===== config.mk =====
export PLATFORM = sky130hd
export DESIGN_NAME = rational_arith_reduce
export DESIGN_NICKNAME = d
export VERILOG_FILES = /design/src/sv/rar_pkg.sv /design/src/sv/rar_gcd.sv /design/src/sv/rar_div.sv /design/src/sv/rational_arith_reduce.sv
export SDC_FILE = /design/constraint.sdc
export NUM_CORES = 2
export LEC_CHECK = 0
export BUFFER_PORTS_ARGS = -buffer_cell sky130_fd_sc_hd__buf_2
export CORE_UTILIZATION = 40
export CTS_BUF_LIST = sky130_fd_sc_hd__clkbuf_8
export DETAILED_ROUTE_END_ITERATION = 12
export PLACE_DENSITY = 0.64
export REMOVE_ABC_BUFFERS = 1
export SLEW_MARGIN = 10
export SYNTH_ARGS = -nofsm -noshare
export SYNTH_HDL_FRONTEND = slang
export SYNTH_SLANG_ARGS = --single-unit

===== constraint.sdc =====
create_clock -name i_clk -period 17.4 [get_ports i_clk]
set_clock_uncertainty 0.05 [all_clocks]
set_input_delay 0.87 -clock i_clk [delete_from_list [all_inputs] [get_ports i_clk]]
set_output_delay 0.87 -clock i_clk [all_outputs]
set_load 0.02 [all_outputs]

===== src/sv/rar_pkg.sv =====
// Shared types and constants for the rational arithmetic reduction block.
package rar_pkg;

    localparam int InNumW = 16;
    localparam int InDenW = 15;
    localparam int NumW   = 32;
    localparam int DenW   = 31;
    localparam int MagW   = 31;
    localparam int CntW   = $clog2(MagW);
    localparam int InDataW  = 64;
    localparam int OutDataW = 64;

    typedef enum logic [1:0] {
        ACT_ADD = 2'd0,
        ACT_MUL = 2'd1,
        ACT_INC = 2'd2,
        ACT_DEC = 2'd3
    } t_action;

    // Start request for the GCD and divider units.
    typedef struct packed {
        logic            start;
        logic [MagW-1:0] x;
        logic [MagW-1:0] y;
    } t_unit_req;

    // Completion from a unit; val is valid while done is high.
    typedef struct packed {
        logic            done;
        logic [MagW-1:0] val;
    } t_unit_rsp;

endpackage


===== src/sv/rar_gcd.sv =====
// Iterative binary GCD unit, one shift or subtract step per cycle.
module rar_gcd (
    input  logic               i_clk,
    input  logic               i_rst_n,
    input  rar_pkg::t_unit_req i_req,
    output rar_pkg::t_unit_rsp o_rsp
);
    import rar_pkg::*;

    logic            r_busy;
    logic            r_done;
    logic [MagW-1:0] r_x;
    logic [MagW-1:0] r_y;
    logic [CntW-1:0] r_k;
    logic [MagW-1:0] r_g;
    logic [MagW-1:0] odd_part;

    assign odd_part = (r_x == '0) ? r_y : r_x;

    always_ff @(posedge i_clk) begin
        if (!i_rst_n) begin
            r_busy <= 1'b0;
            r_done <= 1'b0;
        end else begin
            r_done <= r_busy && !i_req.start && (r_x == '0 || r_y == '0);
            if (i_req.start) begin
                r_x    <= i_req.x;
                r_y    <= i_req.y;
                r_k    <= '0;
                r_busy <= 1'b1;
            end else if (r_busy) begin
                if (r_x == '0 || r_y == '0) begin
                    // Restore the common factors of two stripped earlier.
                    r_g    <= odd_part << r_k;
                    r_busy <= 1'b0;
                end else if (!r_x[0] && !r_y[0]) begin
                    r_x <= r_x >> 1;
                    r_y <= r_y >> 1;
                    r_k <= r_k + 1'b1;
                end else if (!r_x[0]) begin
                    r_x <= r_x >> 1;
                end else if (!r_y[0]) begin
                    r_y <= r_y >> 1;
                end else if (r_x >= r_y) begin
                    r_x <= r_x - r_y;
                end else begin
                    r_y <= r_y - r_x;
                end
            end
        end
    end

    assign o_rsp.done = r_done;
    assign o_rsp.val  = r_g;

endmodule


===== src/sv/rar_div.sv =====
// Restoring divider producing one quotient bit per cycle.
module rar_div (
    input  logic               i_clk,
    input  logic               i_rst_n,
    input  rar_pkg::t_unit_req i_req,
    output rar_pkg::t_unit_rsp o_rsp
);
    import rar_pkg::*;

    logic            r_busy;
    logic            r_done;
    logic [MagW-1:0] r_rem;
    logic [MagW-1:0] r_q;
    logic [MagW-1:0] r_dvs;
    logic [CntW-1:0] r_cnt;
    logic [MagW:0]   trial;
    logic            fits;

    assign trial = {r_rem, r_q[MagW-1]};
    assign fits  = (trial >= {1'b0, r_dvs});

    always_ff @(posedge i_clk) begin
        if (!i_rst_n) begin
            r_busy <= 1'b0;
            r_done <= 1'b0;
        end else begin
            r_done <= r_busy && !i_req.start && (r_cnt == '0);
            if (i_req.start) begin
                r_rem  <= '0;
                r_q    <= i_req.x;
                r_dvs  <= i_req.y;
                r_cnt  <= CntW'(MagW - 1);
                r_busy <= 1'b1;
            end else if (r_busy) begin
                r_rem <= fits ? MagW'(trial - {1'b0, r_dvs}) : trial[MagW-1:0];
                r_q   <= {r_q[MagW-2:0], fits};
                r_cnt <= r_cnt - 1'b1;
                if (r_cnt == '0) begin
                    r_busy <= 1'b0;
                end
            end
        end
    end

    assign o_rsp.done = r_done;
    assign o_rsp.val  = r_q;

endmodule


===== src/sv/rational_arith_reduce.sv =====
// Top level of the rational arithmetic block with GCD reduction.
//
// One request on the slave stream carries two fractions a and b (tdata) and an
// action code (tuser): add, multiply, increment a or decrement a. The block
// forms the raw fraction in steps P1 to P3 (add and multiply on one shared
// 17x17 multiplier), then reduces the fraction by the greatest
// common divisor of the absolute numerator and the denominator. The GCD
// unit runs a binary GCD, one shift or subtract per cycle; then the shared
// restoring divider divides numerator and denominator in turn, 31 quotient
// steps each. A zero numerator or a zero denominator skips the reduction.
// The block handles one request at a time: s_axis_tready is high only
// while the sequencer is idle. Results sit in an output register, so a
// stalled master side does not stop the next request from being accepted;
// the sequencer waits at its final step until that register is free.
// Reset (synchronous, active low) returns the sequencer to idle and drops
// m_axis_tvalid; no request in flight survives it.
module rational_arith_reduce (
    input  logic                         i_clk,
    input  logic                         i_rst_n,
    input  logic                         s_axis_tvalid,
    output logic                         s_axis_tready,
    // a_num[15:0], a_den[30:16], b_num[46:31], b_den[61:47], zero pad [63:62]
    input  logic [rar_pkg::InDataW-1:0]  s_axis_tdata,
    // action[1:0]
    input  logic [1:0]                   s_axis_tuser,
    output logic                         m_axis_tvalid,
    input  logic                         m_axis_tready,
    // res_num[31:0], res_den[62:32], zero pad [63]
    output logic [rar_pkg::OutDataW-1:0] m_axis_tdata,
    // same_raw[0], bad_input[1]
    output logic [1:0]                   m_axis_tuser
);
    import rar_pkg::*;

    typedef enum logic [3:0] {
        ST_IDLE,
        ST_P1,
        ST_P2,
        ST_P3,
        ST_PREP,
        ST_GCD,
        ST_DIVN,
        ST_DIVD,
        ST_OUT
    } t_state;

    t_state r_state;

    // Captured request fields.
    t_action            r_act;
    logic [InNumW-1:0]  r_an;
    logic [InDenW-1:0]  r_ad;
    logic [InNumW-1:0]  r_bn;
    logic [InDenW-1:0]  r_bd;
    logic               r_same;
    logic               r_bad;

    // Raw and reduced fraction.
    logic [NumW-1:0]    r_num;
    logic [NumW-1:0]    r_prod;
    logic [DenW-1:0]    r_den;
    logic               r_neg;
    logic [MagW-1:0]    r_g;
    logic [MagW-1:0]    r_magq;
    logic [NumW-1:0]    r_res_num;
    logic [DenW-1:0]    r_res_den;

    // Output register.
    logic               r_m_valid;
    logic [NumW-1:0]    r_m_num;
    logic [DenW-1:0]    r_m_den;
    logic               r_m_same;
    logic               r_m_bad;

    t_unit_req          r_gcd_req;
    t_unit_req          r_div_req;
    t_unit_rsp          gcd_rsp;
    t_unit_rsp          div_rsp;

    logic signed [16:0] mul_a;
    logic signed [16:0] mul_b;
    logic signed [33:0] mul_p;
    logic [NumW-1:0]    num_abs;
    logic [NumW-1:0]    an_ext;
    logic [NumW-1:0]    ad_ext;
    logic               in_fire;
    logic               out_free;
    t_action            in_act;
    logic [InDenW-1:0]  in_ad;
    logic [InDenW-1:0]  in_bd;

    assign in_fire  = s_axis_tvalid && s_axis_tready;
    assign out_free = !r_m_valid || m_axis_tready;
    assign in_act   = t_action'(s_axis_tuser);
    assign in_ad    = s_axis_tdata[30:16];
    assign in_bd    = s_axis_tdata[61:47];

    // The single multiplier; its operands follow the sequencer step.
    always_comb begin
        case (r_state)
            ST_P1: begin
                mul_a = {r_an[InNumW-1], r_an};
                mul_b = (r_act == ACT_MUL) ? {r_bn[InNumW-1], r_bn} : {2'b00, r_bd};
            end
            ST_P2: begin
                mul_a = {r_bn[InNumW-1], r_bn};
                mul_b = {2'b00, r_ad};
            end
            default: begin
                mul_a = {2'b00, r_ad};
                mul_b = {2'b00, r_bd};
            end
        endcase
    end

    assign mul_p   = mul_a * mul_b;
    assign an_ext  = {{(NumW - InNumW){r_an[InNumW-1]}}, r_an};
    assign ad_ext  = {{(NumW - InDenW){1'b0}}, r_ad};
    assign num_abs = r_num[NumW-1] ? (NumW'(0) - r_num) : r_num;

    rar_gcd u_gcd (
        .i_clk   (i_clk),
        .i_rst_n (i_rst_n),
        .i_req   (r_gcd_req),
        .o_rsp   (gcd_rsp)
    );

    rar_div u_div (
        .i_clk   (i_clk),
        .i_rst_n (i_rst_n),
        .i_req   (r_div_req),
        .o_rsp   (div_rsp)
    );

    always_ff @(posedge i_clk) begin
        if (!i_rst_n) begin
            r_state         <= ST_IDLE;
            r_m_valid       <= 1'b0;
            r_gcd_req.start <= 1'b0;
            r_div_req.start <= 1'b0;
        end else begin
            // Each unit gets a one-cycle start pulse when its step begins.
            r_gcd_req.start <= (r_state == ST_PREP) && !(r_bad || r_num == '0);
            r_div_req.start <= (r_state == ST_GCD && gcd_rsp.done)
                               || (r_state == ST_DIVN && div_rsp.done);
            // The final step reloads the output register itself.
            if (r_m_valid && m_axis_tready && r_state != ST_OUT) begin
                r_m_valid <= 1'b0;
            end
            unique case (r_state)
                ST_IDLE: begin
                    if (in_fire) begin
                        r_act  <= in_act;
                        r_an   <= s_axis_tdata[15:0];
                        r_ad   <= in_ad;
                        r_bn   <= s_axis_tdata[46:31];
                        r_bd   <= in_bd;
                        r_same <= (s_axis_tdata[15:0] == s_axis_tdata[46:31])
                                  && (in_ad == in_bd);
                        r_bad  <= (in_ad == '0)
                                  || ((in_act == ACT_ADD || in_act == ACT_MUL)
                                      && in_bd == '0);
                        r_state <= ST_P1;
                    end
                end
                ST_P1: begin
                    case (r_act)
                        ACT_INC: r_num <= an_ext + ad_ext;
                        ACT_DEC: r_num <= an_ext - ad_ext;
                        default: r_num <= mul_p[NumW-1:0];
                    endcase
                    r_state <= ST_P2;
                end
                ST_P2: begin
                    r_prod  <= mul_p[NumW-1:0];
                    r_state <= ST_P3;
                end
                ST_P3: begin
                    // Add/mul den is the product, else a_den; add sums the cross term.
                    if (r_act == ACT_ADD || r_act == ACT_MUL) begin
                        r_den <= mul_p[DenW-1:0];
                    end else begin
                        r_den <= {{(DenW - InDenW){1'b0}}, r_ad};
                    end
                    if (r_act == ACT_ADD) begin
                        r_num <= r_num + r_prod;
                    end
                    r_state <= ST_PREP;
                end
                ST_PREP: begin
                    if (r_bad || r_num == '0) begin
                        r_res_num <= '0;
                        r_res_den <= DenW'(1);
                        r_state   <= ST_OUT;
                    end else begin
                        r_neg       <= r_num[NumW-1];
                        r_gcd_req.x <= num_abs[MagW-1:0];
                        r_gcd_req.y <= r_den;
                        r_state     <= ST_GCD;
                    end
                end
                ST_GCD: begin
                    if (gcd_rsp.done) begin
                        r_g         <= gcd_rsp.val;
                        r_div_req.x <= r_gcd_req.x;
                        r_div_req.y <= gcd_rsp.val;
                        r_state     <= ST_DIVN;
                    end
                end
                ST_DIVN: begin
                    if (div_rsp.done) begin
                        r_magq      <= div_rsp.val;
                        r_div_req.x <= r_den;
                        r_div_req.y <= r_g;
                        r_state     <= ST_DIVD;
                    end
                end
                ST_DIVD: begin
                    if (div_rsp.done) begin
                        r_res_den <= div_rsp.val;
                        r_res_num <= r_neg ? (NumW'(0) - {1'b0, r_magq}) : {1'b0, r_magq};
                        r_state   <= ST_OUT;
                    end
                end
                ST_OUT: begin
                    if (out_free) begin
                        r_m_valid <= 1'b1;
                        r_m_num   <= r_res_num;
                        r_m_den   <= r_res_den;
                        r_m_same  <= r_same;
                        r_m_bad   <= r_bad;
                        r_state   <= ST_IDLE;
                    end
                end
                default: begin
                    r_state <= ST_IDLE;
                end
            endcase
        end
    end

    assign s_axis_tready = (r_state == ST_IDLE);
    assign m_axis_tvalid = r_m_valid;
    assign m_axis_tdata  = {1'b0, r_m_den, r_m_num};
    assign m_axis_tuser  = {r_m_bad, r_m_same};

    // A delivered result always has a nonzero denominator.
    a_den_nonzero: assert property (@(posedge i_clk) disable iff (!i_rst_n)
        m_axis_tvalid |-> (m_axis_tdata[62:32] != '0))
        else $error("result denominator is zero");

    // A rejected input always reports the fraction 0/1.
    a_bad_zero: assert property (@(posedge i_clk) disable iff (!i_rst_n)
        (m_axis_tvalid && m_axis_tuser[1]) |->
            (m_axis_tdata[31:0] == '0 && m_axis_tdata[62:32] == DenW'(1)))
        else $error("bad input did not give 0/1");

    // Once a request is taken, the block is busy in the next cycle.
    a_busy_after_accept: assert property (@(posedge i_clk) disable iff (!i_rst_n)
        in_fire |=> !s_axis_tready)
        else $error("request accepted while busy");

    // The divider only reports completion while the sequencer waits on it in a divide step.
    a_unit_done_expected: assert property (@(posedge i_clk) disable iff (!i_rst_n)
        div_rsp.done |-> (r_state == ST_DIVN || r_state == ST_DIVD))
        else $error("divider completed outside a divide step");

endmodule


==> metrics.log <==
[metrics] overall track demand over capacity in global routing: 20.86%
[metrics] TritonCTS clock tree: done
[metrics] fraction of registers with async set/reset: 0%
[metrics] Die X-Extent: ~350 µm
[metrics] relative max-transition margin: between 20% and 30%
[metrics] number of DRC violations after detailed routing: 0
[metrics] fraction of layout instances using a drive strength above 1: roughly an eighth
[metrics] sum of negative setup slack: 0 ps
[metrics] critical path's most frequent cell: fa_1
[metrics] DIE AREA: ~120000 µm²
[metrics] hold bufs inserted after CTS: 0
[metrics] distinct cell type count after synthesis: 90
[metrics] setup slack of the most critical reg-to-reg path: around 8200 ps
[metrics] minimum clock period after layout: approximately 9000 ps
[metrics] standard-cell row count: about 130
[metrics] synthesis-to-finish area growth: 10.25%
[metrics] number of placed I/O pins: about 140
[metrics] initial cell density of the core: about two fifths
[metrics] sequential-to-total area share from yosys stat: 43.15%
[metrics] final setup violation count: 0
[metrics] clock input transition at the sequential cells of the worst setup and hold paths: about 60 ps
[metrics] via count of the first global-routing pass: 33308
[metrics] count of antenna-violating nets left after detailed routing: 0
[metrics] detail-routed via count per cell: ~5.5
[metrics] via count: between 30000 and 40000
[metrics] leading cell type in the layout, fill and taps excluded: edfxtp_1
[metrics] most frequent cells in the layout: 672 x edfxtp_1, 517 x inv_1, 374 x nor2_1
[metrics] M1 GR Usage: between 20% and 30%
[metrics] critical path arrival: around 10000 ps
[metrics] GR Overflow Total: 0
[metrics] Seq. cell area: a little over 20000 µm²
[metrics] Root Buffer Master: clkbuf_8
[metrics] setup bufs post-CTS: 0
[metrics] average wire length per cell after detail routing: around 21 µm
[metrics] routing usage on met3: approximately 3.6%
[metrics] post-detail-place hpwl: 95700 µm
[metrics] element type at the critical path start: flip-flop
[metrics] largest fanout on the critical path: 60
[metrics] Worst EP required: ~18000 ps
[metrics] worst hold path class: primary input to flip-flop
[metrics] Yosys warning total: 0
[metrics] final hold viol count: 0
[metrics] max cap viols: 0
[metrics] pin count of the biggest net entering global routing: just under 70
[metrics] mean cell area of the mapped netlist: ~11 µm²
[metrics] final-report max-slew violation count: 0
[metrics] category of the critical setup timing path: flip-flop to flip-flop
[metrics] Most Crowded Layer GR: met2
[metrics] number of buffers added on ports: about 130
[metrics] Cells after Synth: between 4000 and 5000
[metrics] total number of H-tree levels: 3
[metrics] drt pass-1 iters: 6
[metrics] number of enable flip-flop cells after synthesis: between 600 and 700
[metrics] part of the cycle the worst path needs: between 50% and 60%
[metrics] M2 GR Usage: approximately a third
[metrics] flip-flop and latch count after synthesis: slightly below 700
[metrics] RSZ-0062 raised after global routing: no
[metrics] area of the mapped netlist: between 40000 and 50000 µm²
[metrics] Final #Nets: a little over 5000
[metrics] CP max stage delay: 990 ps
[metrics] Top FF cell, synth: edfxtp_1
[metrics] initial antenna violation count: 8
[metrics] height of the die: about 350 µm
[metrics] cell with the largest stage delay on the worst path: nor3_2
[metrics] RD Place Congestion: 0.9409
[metrics] clock sink count: 683
[metrics] outcome: finished clean
[metrics] endpoint class of the critical path: flip-flop
[metrics] maximum root-to-sink buffer count: 3
[metrics] number of violations reported at the end of detailed-routing iteration 0: between 2000 and 2500
[metrics] Num CTS Buffers: roughly 120
[metrics] CTS-repair resized insts: 0
[metrics] Skew-Pair Late Insertion Delay: around 800 ps
[metrics] maximum clock frequency: around 0.11 GHz
[metrics] core box area: approximately 120000 µm²
[metrics] first-pass GRT wire length: between 150000 and 200000 µm
[metrics] fill count: 10916
[metrics] area taken by multi-input logic gates: between 20000 and 25000 µm²
[metrics] actual slew at the worst max-slew pin: approximately 1200 ps
[metrics] total wire length after detailed routing: about 130000 µm
## cell usage after synthesis, drive strengths merged (8+ instances only)
master	instances	area, µm²
a21o	66	495.5
a211oi	21	157.7
o31a	15	131.4
fa	281	5625
o31ai	32	250.2
nor2b	43	271.5
and3	49	306.5
dfxtp	11	220.2
ha	241	3015
or4	12	90.09
xor2	98	858.3
nor4	45	287.8
nand2b	34	212.7
a2bb2oi	8	70.07
o211ai	13	97.59
nand4	24	150.1
a22oi	49	367.9
inv	493	1851
mux2i	73	730.7
nor3	76	385.4
o41ai	16	155.2
o2111ai	9	78.83
buf	47	226.5
o21a	28	210.2
nand2	292	1096
xnor2	145	1270
mux2	120	1351
a21boi	9	67.56
clkbuf	152	570.6
or3	17	106.4
o21ai	223	1116
or2	17	106.4
o22ai	13	81.33
mux4	11	247.7
a31o	12	105.1
nand3	47	235.2
a31oi	47	294.0
o221a	13	146.4
and4	8	70.07
o21bai	31	232.7
and2	45	281.5
a21oi	225	1126
o221ai	18	157.7
edfxtp	672	20180
nor2	381	1433
## sequential cells by signal, indices dropped and copies added, names as in the netlist, 32 cells and up
signal     cells
r_m_num       32
r_prod        32
r_num         32
r_div_req     63
r_res_num     32
r_gcd_req     63
## layout make-up
type / instances / area share [%]
Timing Repair Buffer: 193 / 2.136
Inverter: 493 / 3.550
Clock buffer: 118 / 3.116
Sequential cell: 683 / 39.15
Multi-Input combinational cell: 2991 / 46.61
Tap cell: 1524 / 3.658
Clock inverter: 95 / 1.752
Antenna cell: 6 / 0.02881
## per-layer routing
metal	routed length (µm)	share of wire (%)	vias to the layer above
met5	0	0	-
met2	59790	47	1027
li1	-	-	15682
met4	3900	3.1	0
met3	7727	6.1	240
met1	54650	43	16575
## worst max-delay path: cells and delay by family, from the launching register on
family	cells	cell delay, ps
buffers and inverters	7	1110
flip-flops	1	310
adder cells (fa/ha/maj)	7	3310
AND/OR/NAND/NOR	6	2330
AO/OA/AOI/OAI	6	1930
## stage by stage
stage | cells | hold WS, ps | cell area [µm²] | utilization (%) | setup slack, ps
finish | 6103 | 254.2 | 52120 | 44.67 | 8176
global route | 6103 | 208.7 | 52120 | 44.67 | 7727
CTS | 6097 | 183.4 | 52110 | 44.66 | 8248
detailed placement | 5884 | 354.5 | 49570 | 42.49 | 8300
global placement | 5884 | 350.9 | 49570 | 42.49 | 8332
floorplan | 4167 | 350.3 | 46480 | - | 8587
## logic make-up (layout without fill, tap and decap cells)
| logic type | count (synthesis) | count (layout) | share of synthesized area, % |
|---|---|---|---|
| simple gates | 1110 | 1110 | 10.98 |
| xor+xnor | 243 | 243 | 4.502 |
| compound gates | 911 | 911 | 12.56 |
| mux | 204 | 204 | 4.928 |
| other cells | 1 | 7 | 0.007932 |
| buf+inv | 692 | 899 | 5.600 |
| flops | 683 | 683 | 43.15 |
| fa+ha+maj | 522 | 522 | 18.28 |
## final timing paths
kind / from / endpoint / depth (start not counted)
worst min-delay path: s_axis_tdata[45] / r_bn[14]$_DFFE_PP_ / 1
worst min register to register: r_div_req[1]$_DFFE_PP_ / u_div.r_dvs[1]$_DFFE_PP_ / 0
worst max register to register: r_state[1]$_SDFFE_PN0P_ / r_num[30]$_DFFE_PP_ / 26
worst max-delay path: r_state[1]$_SDFFE_PN0P_ / r_num[30]$_DFFE_PP_ / 26
Power is left out: the tool's default activity adds up to more than one toggle a clock period on the data nets, which glitch-free logic cannot reach.
